### src/tdpt_pkg.sv
// ----------------------------------------------------------------------------
// tdpt_pkg
// shared types for the trial division prime test: controller states and the
// command and status groups between controller and datapath
// ----------------------------------------------------------------------------
`default_nettype none

package tdpt_pkg;

   typedef enum logic [2:0] {
      S_IDLE,
      S_CHECK,
      S_DIV,
      S_EVAL,
      S_DONE
   } state_type;

   typedef struct packed {
      logic load;         // take a new item
      logic div_start;    // clear remainder, load dividend
      logic div_step;     // one restoring division step
      logic next_div;     // advance to the next divisor
      logic set_verdict;  // capture the verdict
      logic verdict;
      logic out_load;     // move the verdict into the output register
   } cmd_type;

   typedef struct packed {
      logic n_small;      // negative, zero or one
      logic sq_over;      // divisor squared exceeds the number
      logic div_last;     // final division step
      logic rem_zero;
      logic out_free;     // output register can take an item
   } status_type;

endpackage

`default_nettype wire

### src/tdpt_dp.sv
// ----------------------------------------------------------------------------
// tdpt_dp
// datapath: number, divisor and its square, restoring remainder unit and
// the output register
// ----------------------------------------------------------------------------
`default_nettype none

module tdpt_dp #(
   parameter int WIDTH = 32
) (
   input  wire logic                     clock,
   input  wire logic                     reset,
   input  wire logic signed [WIDTH-1:0]  req_value,
   input  wire logic                     rsp_tready,
   output logic                          rsp_tvalid,
   output logic                          rsp_is_prime,
   input  wire tdpt_pkg::cmd_type        cmd,
   output tdpt_pkg::status_type          status
);
   import tdpt_pkg::*;

   localparam int DW = WIDTH / 2 + 1;
   localparam int CW = $clog2(WIDTH);

   logic [WIDTH-1:0] n_ff, n_in;
   logic [WIDTH-1:0] sq_ff, sq_in;
   logic [DW-1:0]    d_ff, d_in;
   logic [DW-1:0]    rem_ff, rem_in;
   logic [WIDTH-1:0] sh_ff, sh_in;
   logic [CW-1:0]    cnt_ff, cnt_in;
   logic             verdict_ff, verdict_in;
   logic             rsp_valid_ff, rsp_valid_in;
   logic             rsp_bit_ff, rsp_bit_in;
   logic [DW:0]      trial;

   always_ff @(posedge clock) begin
      if (reset) begin
         rsp_valid_ff <= 1'b0;
      end else begin
         rsp_valid_ff <= rsp_valid_in;
      end
   end

   always_ff @(posedge clock) begin
      n_ff       <= n_in;
      sq_ff      <= sq_in;
      d_ff       <= d_in;
      rem_ff     <= rem_in;
      sh_ff      <= sh_in;
      cnt_ff     <= cnt_in;
      verdict_ff <= verdict_in;
      rsp_bit_ff <= rsp_bit_in;
   end

   assign trial = {rem_ff, sh_ff[WIDTH-1]};

   always_comb begin
      n_in       = n_ff;
      sq_in      = sq_ff;
      d_in       = d_ff;
      rem_in     = rem_ff;
      sh_in      = sh_ff;
      cnt_in     = cnt_ff;
      verdict_in = verdict_ff;
      rsp_bit_in = rsp_bit_ff;
      if (cmd.load) begin
         n_in  = $unsigned(req_value);
         d_in  = DW'(2);
         sq_in = WIDTH'(4);
      end
      if (cmd.div_start) begin
         rem_in = '0;
         sh_in  = n_ff;
         cnt_in = '0;
      end
      if (cmd.div_step) begin
         if (trial >= {1'b0, d_ff}) begin
            rem_in = DW'(trial - {1'b0, d_ff});
         end else begin
            rem_in = trial[DW-1:0];
         end
         sh_in  = {sh_ff[WIDTH-2:0], 1'b0};
         cnt_in = cnt_ff + CW'(1);
      end
      // after two only odd divisors are tried
      if (cmd.next_div) begin
         if (d_ff == DW'(2)) begin
            d_in  = DW'(3);
            sq_in = WIDTH'(9);
         end else begin
            d_in  = d_ff + DW'(2);
            sq_in = sq_ff + (WIDTH'(d_ff) << 2) + WIDTH'(4);
         end
      end
      if (cmd.set_verdict) begin
         verdict_in = cmd.verdict;
      end
      if (cmd.out_load) begin
         rsp_bit_in = verdict_ff;
      end
   end

   always_comb begin
      if (cmd.out_load) begin
         rsp_valid_in = 1'b1;
      end else if (rsp_tready) begin
         rsp_valid_in = 1'b0;
      end else begin
         rsp_valid_in = rsp_valid_ff;
      end
   end

   assign status.n_small  = n_ff[WIDTH-1] || (n_ff[WIDTH-2:0] <= (WIDTH-1)'(1));
   assign status.sq_over  = sq_ff > n_ff;
   assign status.div_last = cnt_ff == CW'(WIDTH - 1);
   assign status.rem_zero = rem_ff == '0;
   assign status.out_free = !rsp_valid_ff || rsp_tready;

   assign rsp_tvalid   = rsp_valid_ff;
   assign rsp_is_prime = rsp_bit_ff;

endmodule

`default_nettype wire

### config.mk
export PLATFORM = sky130hd
export DESIGN_NAME = tdpt_dp
export DESIGN_NICKNAME = d
export VERILOG_FILES = /design/src/tdpt_pkg.sv /design/src/tdpt_dp.sv
export SDC_FILE = /design/constraint.sdc
export NUM_CORES = 1
export LEC_CHECK = 0
export BUFFER_PORTS_ARGS = -buffer_cell sky130_fd_sc_hd__buf_2
export CAP_MARGIN = 20
export CORE_AREA = 2 2 128 130
export DETAILED_ROUTE_END_ITERATION = 6
export DIE_AREA = 0 0 130 132
export HOLD_SLACK_MARGIN = 0.08
export PLACE_DENSITY = 0.75
export SETUP_SLACK_MARGIN = 0.15
export SYNTH_ARGS = -nofsm -noshare
export SYNTH_HDL_FRONTEND = slang
export SYNTH_SLANG_ARGS = --single-unit
### constraint.sdc
create_clock -name clock -period 3.1 [get_ports clock]
set_clock_uncertainty 0.1 [all_clocks]
set_input_delay 0.465 -clock clock [delete_from_list [all_inputs] [get_ports clock]]
set_output_delay 0.465 -clock clock [all_outputs]
set_load 0.02 [all_outputs]
After elaboration in Yosys (flattened, before gate mapping)
Cells that the tools add are included.

cells by class
  equal/unequal tests = 2
  $lt $le $gt $ge = 3
  mux-type cells = 15
  $add $sub $neg = 5
  reductions and logical operators = 7

operators by type and width
  kind                   count
  $mux 32                5
  $mux 17                6
  $add 32x19->32         1
  $add 32x3->32 const B  1
  $gt 32x32->1           1
  $le 31x1->1 const B    1
  $ge 18x17->1           1
  $add 17x2->17 const B  1
  $eq 17x2->1 const B    1
  $logic_not 17->1       1
  $sub 17x17->17         1
  $mux 5                 2
  $reduce_bool 2->1      3
  $add 5x1->5 const B    1
  $eq 5x5->1 const B     1
  $logic_or 1x1->1       2
  $mux 1                 2
  $logic_not 1->1        1

storage, ports and cells
  bits of input ports = 42
  register bits = 138

Logic depth before layout (Yosys ltp)
  depth in word-level cells = 4
  depth in mapped cells = 13
  mapped depth without buffers = 12

Worst setup path before layout
No wires, ideal clock.

  kind = register -> register
  from = register d_ff[1]
  to = register sq_ff[19], data pin
  library setup time = 0.260 ns
  buffers on the path = 0
  arrival = 2.688 ns
  path slack = 0.052 ns
  cell stages (with the launch flop) = 11
  period minus slack after synthesis = 3.048 ns
  cell sequence = edfxtp_1 > ha_1 > ha_1 > fa_1 > a21o_1 > a21oi_1 > o21ai_0 > and2_1 > a21oi_1 > a22oi_1 > mux2_2

between the ends
  word-level cells in the longest chain between the ends = 4
  elaborated cells between the ends (all ways) = 5
  classes of those cells = 2 x add/sub; 1 x eq/ne; 2 x mux

ends and longest elaborated chain
  item                      RTL line       text
  start: declaration        tdpt_dp.sv:27  logic [DW-1:0] d_ff, d_in;
  start signal: assignment  tdpt_dp.sv:47  d_ff <= d_in;
  $add 32x19->32            tdpt_dp.sv:92  sq_in = sq_ff + (WIDTH'(d_ff) << 2) + WIDTH'(4);
  $add 32x3->32             tdpt_dp.sv:92
  $mux 32 *                 tdpt_dp.sv:87  if (d_ff == DW'(2)) begin
  $mux 32 *                 tdpt_dp.sv:86  if (cmd.next_div) begin
  end signal: assignment    tdpt_dp.sv:46  sq_ff <= sq_in;
  end: declaration          tdpt_dp.sv:26  logic [WIDTH-1:0] sq_ff, sq_in;

Mark *: on every way between the ends. The rest lies on a longest branch, timed or not.
A chain may end at the register's enable or synchronous reset.

==> impl_metrics.ini <==
[status]
status = finished clean

[synthesis]
ys_seq_area_share_pct = 47.9
synth.distinct_cells = 58
synth_cells = 814
yosys-top-cells-area = edfxtp_1 (47%), ha_1 (12%), nand2_1 (4.0%), xnor2_1 (3.7%), a21oi_1 (2.9%)
async_flop_share_pct = 0
synth_compound_area_share_pct = 13.2
synth_nets = 943
synth-seq-cells = 137
synth_most_common_cell = edfxtp_1
synthFlopType = edfxtp_1
synth-simple-area-share_pct = 15.2
ys_warn_count = 0
syn-cell-area_sq_um = 8550
synth_xor_xnor_area_share_pct = 5.02
synth_fa_ha_area_share_pct = 12.9
yosys.area.top_type = edfxtp_1
synth_top_family_by_area = simple AND/OR/NAND/NOR gates
synth.avg_cell_area_sq_um = 10.5
ys_top_cells_by_count = edfxtp_1 (135), nand2_1 (90), ha_1 (85)
synth_edf_count = 135
synth_top_area_share_pct = 47.4
muxShareOfSynthArea_pct = 1.67

[clock_tree]
htree_num_levels = 4
cts-root-buf = clkbuf_16
clock_latency_ns = 0.43
clockBufferDepth = 2
cts_tree = done
cts_buffers = 17
clk_pin_slew_ns = 0.06
cts.sink_count = 137

[routing]
wl_met1_um = 9400
wirelength_um = 20200
drc = 0
wl_per_cell_um = 18.0
dr.pass1.iters = 7
drtAntennaViolNets = 0
met3WireLength_um = 1390
route.met2.wl_um = 8860
vias = 6492
initialDrtViolationCount = 754
via_per_inst = 5.77
maxUsedRoutingLayer = met4

[floorplan]
start_util_pct = 54.4
die-area_sq_um = 17200
core_area_sq_um = 15700
die_y_um = 132
pin_count = 49
die_w_um = 130
rows = 46

[power_and_ir_drop]
power_leakage_uw = 0.00434
power_density_nw_per_um2 = 795
total_power_uw = 7980
ir_drop_mv = 0.423

[worst_setup_path]
crit_end = status[3]
slowest_stage = edfxtp_1
r2r_end = sq_ff[19]$_SDFFCE_PP0P_
startpoint = sq_ff[5]$_SDFFCE_PP0P_
required_ns = 2.53
crit_path_end_kind = output pin
cpPeakStageDelay_ns = 0.44
r2r-start = d_ff[10]$_SDFFCE_PP0P_
cp-start-kind = register
path_cells = ha_1, a21o_1, a21o_1, a211oi_2, o221ai_2, a211oi_2, a21oi_2, buf_4
path_max_fanout = 2
crit_type = register to output pin
reg2reg_depth = 9
critPathArrivalTime_ns = 2.43
rrSetupSlack_ns = 0.23

[layout]
fin_cells = 1125
seqCellArea_sq_um = 4090
diodes = 0
drive_gt1_share_pct = 16.8
fillCellCount = 1246
multi_input_area_sq_um = 4270
area_growth_syn_to_layout_pct = 17.4
finalNetCount = 1025

[min_path]
worst_hold_path_type = input port to register

[sta]
rsz0062_at_grt = true
hold_violations = 0
relSlewSlack_pct = 53.3
max_freq_ghz = 0.334
setup_viol = 0
maxSlewViolCount = 0
fin_crit_sh_pct = 96.5
tightest_slew_ns = 0.700
finalCriticalPeriod_ns = 2.99

[placed_design]
hpwl_um = 14000
dpl.cell_count = 1072
place_congestion = 0.899
io_buffers = 48

[global_route]
grt_pass1_wl_um = 32000
grt_usage_pct = 24.1
grt_max_degree = 80
grt_pass1_vias = 6239
grt_overflow = 0
antenna_found_initial = 0

[run]
maxCapViolations = 0
## routing by layer
| metal | track usage (%) | up-vias |
|---|---|---|
| met2 | 35.1 | 257 |
| li1 | - | 3143 |
| met1 | 34.9 | 3051 |
| met4 | 9.26 | 0 |
| met3 | 5.44 | 41 |
| met5 | 0 | - |
## cell usage in the layout, fill, tap and decap left out, types with 15 or more instances in the layout
| master | n |
|---|---|
| inv_1 | 60 |
| xnor2_1 | 36 |
| nand3_1 | 15 |
| ha_1 | 81 |
| a21o_1 | 21 |
| buf_4 | 33 |
| nand2_1 | 90 |
| nand4_1 | 19 |
| nor2_1 | 58 |
| nor2b_1 | 16 |
| a21oi_1 | 45 |
| o21ai_0 | 45 |
| edfxtp_1 | 135 |
| buf_2 | 47 |
| clkbuf_16 | 17 |
## logic make-up (layout without fill, tap and decap cells)
kind of cell	Yosys count	in the layout
buffers and inverters	86	179
AND/OR/NAND/NOR	266	266
multiplexers	14	14
AO/OA/AOI/OAI	175	177
flip-flops	137	137
XOR/XNOR	49	49
adder cells (fa/ha/maj)	87	87
## worst max-delay path, delay by kind of cell, from the launching register on
family / cells / cell delay, ns
fa+ha+maj: 1 / 0.34
compound gates: 6 / 1.04
buf+inv: 1 / 0.17
flops: 1 / 0.44
## per-stage QoR
stage	utilization [%]	worst slack, ns	setup TNS, ns	hold WS, ns	cell area, sq um
after floorplan	-	0.170	0	0.300	8560
after global placement	57.9	0.165	0	0.311	9100
after detailed placement	57.9	0.110	0	0.314	9100
after CTS	62.4	0.0732	0	0.0919	9810
after global routing	63.9	-0.000164	-0.000164	0.0874	10000
final	63.9	0.109	0	0.103	10000
## registers in the layout, summed over array words and instances (netlist names)
register      flops
rsp_tvalid        1
rem_ff           17
sh_ff            32
sq_ff            31
d_ff             17
cnt_ff            5
verdict_ff        1
rsp_is_prime      1
n_ff             32
## power breakdown
part	leakage (uW)	total (uW)	switching (uW)	internal [uW]
sequential	0.00144	2750	293	2460
combinational	0.00260	3100	1690	1400
clock	0.000298	2140	851	1280
## area by class of cell
type | instances | area share, %
multi-input cells | 593 | 42.5
flip-flops and latches | 137 | 40.8
repair buffers | 85 | 5.62
clock buffers | 18 | 4.27
well taps | 216 | 2.69
inverters | 62 | 2.32
clock inverters | 14 | 1.83
## how the worst min path moves through the flow
stage | from | end | slack [ns] | depth (start not counted)
final | req_value[23] | n_ff[23]$_DFFE_PP_ | 0.10 | 1
after global routing | req_value[22] | n_ff[22]$_DFFE_PP_ | 0.09 | 1
after CTS | req_value[22] | n_ff[22]$_DFFE_PP_ | 0.09 | 1
after detailed placement | verdict_ff$_DFFE_PP_ | rsp_is_prime$_DFFE_PP_ | 0.31 | 0
after global placement | verdict_ff$_DFFE_PP_ | rsp_is_prime$_DFFE_PP_ | 0.31 | 0
after floorplan | verdict_ff$_DFFE_PP_ | rsp_is_prime$_DFFE_PP_ | 0.30 | 0
## timing repair
| item | CTS | global route |
|---|---|---|
| gates resized for setup | 7 | 28 |
| cloned | 2 | 0 |
| hold buffers | 1 | 0 |
| endpoints found under the setup margin | 17 | 55 |
| endpoints found under the hold margin | 1 | 0 |
| setup buffers | 5 | 13 |
| pin swaps | 7 | 17 |
No activity file was read; power rests on OpenSTA's default activity.
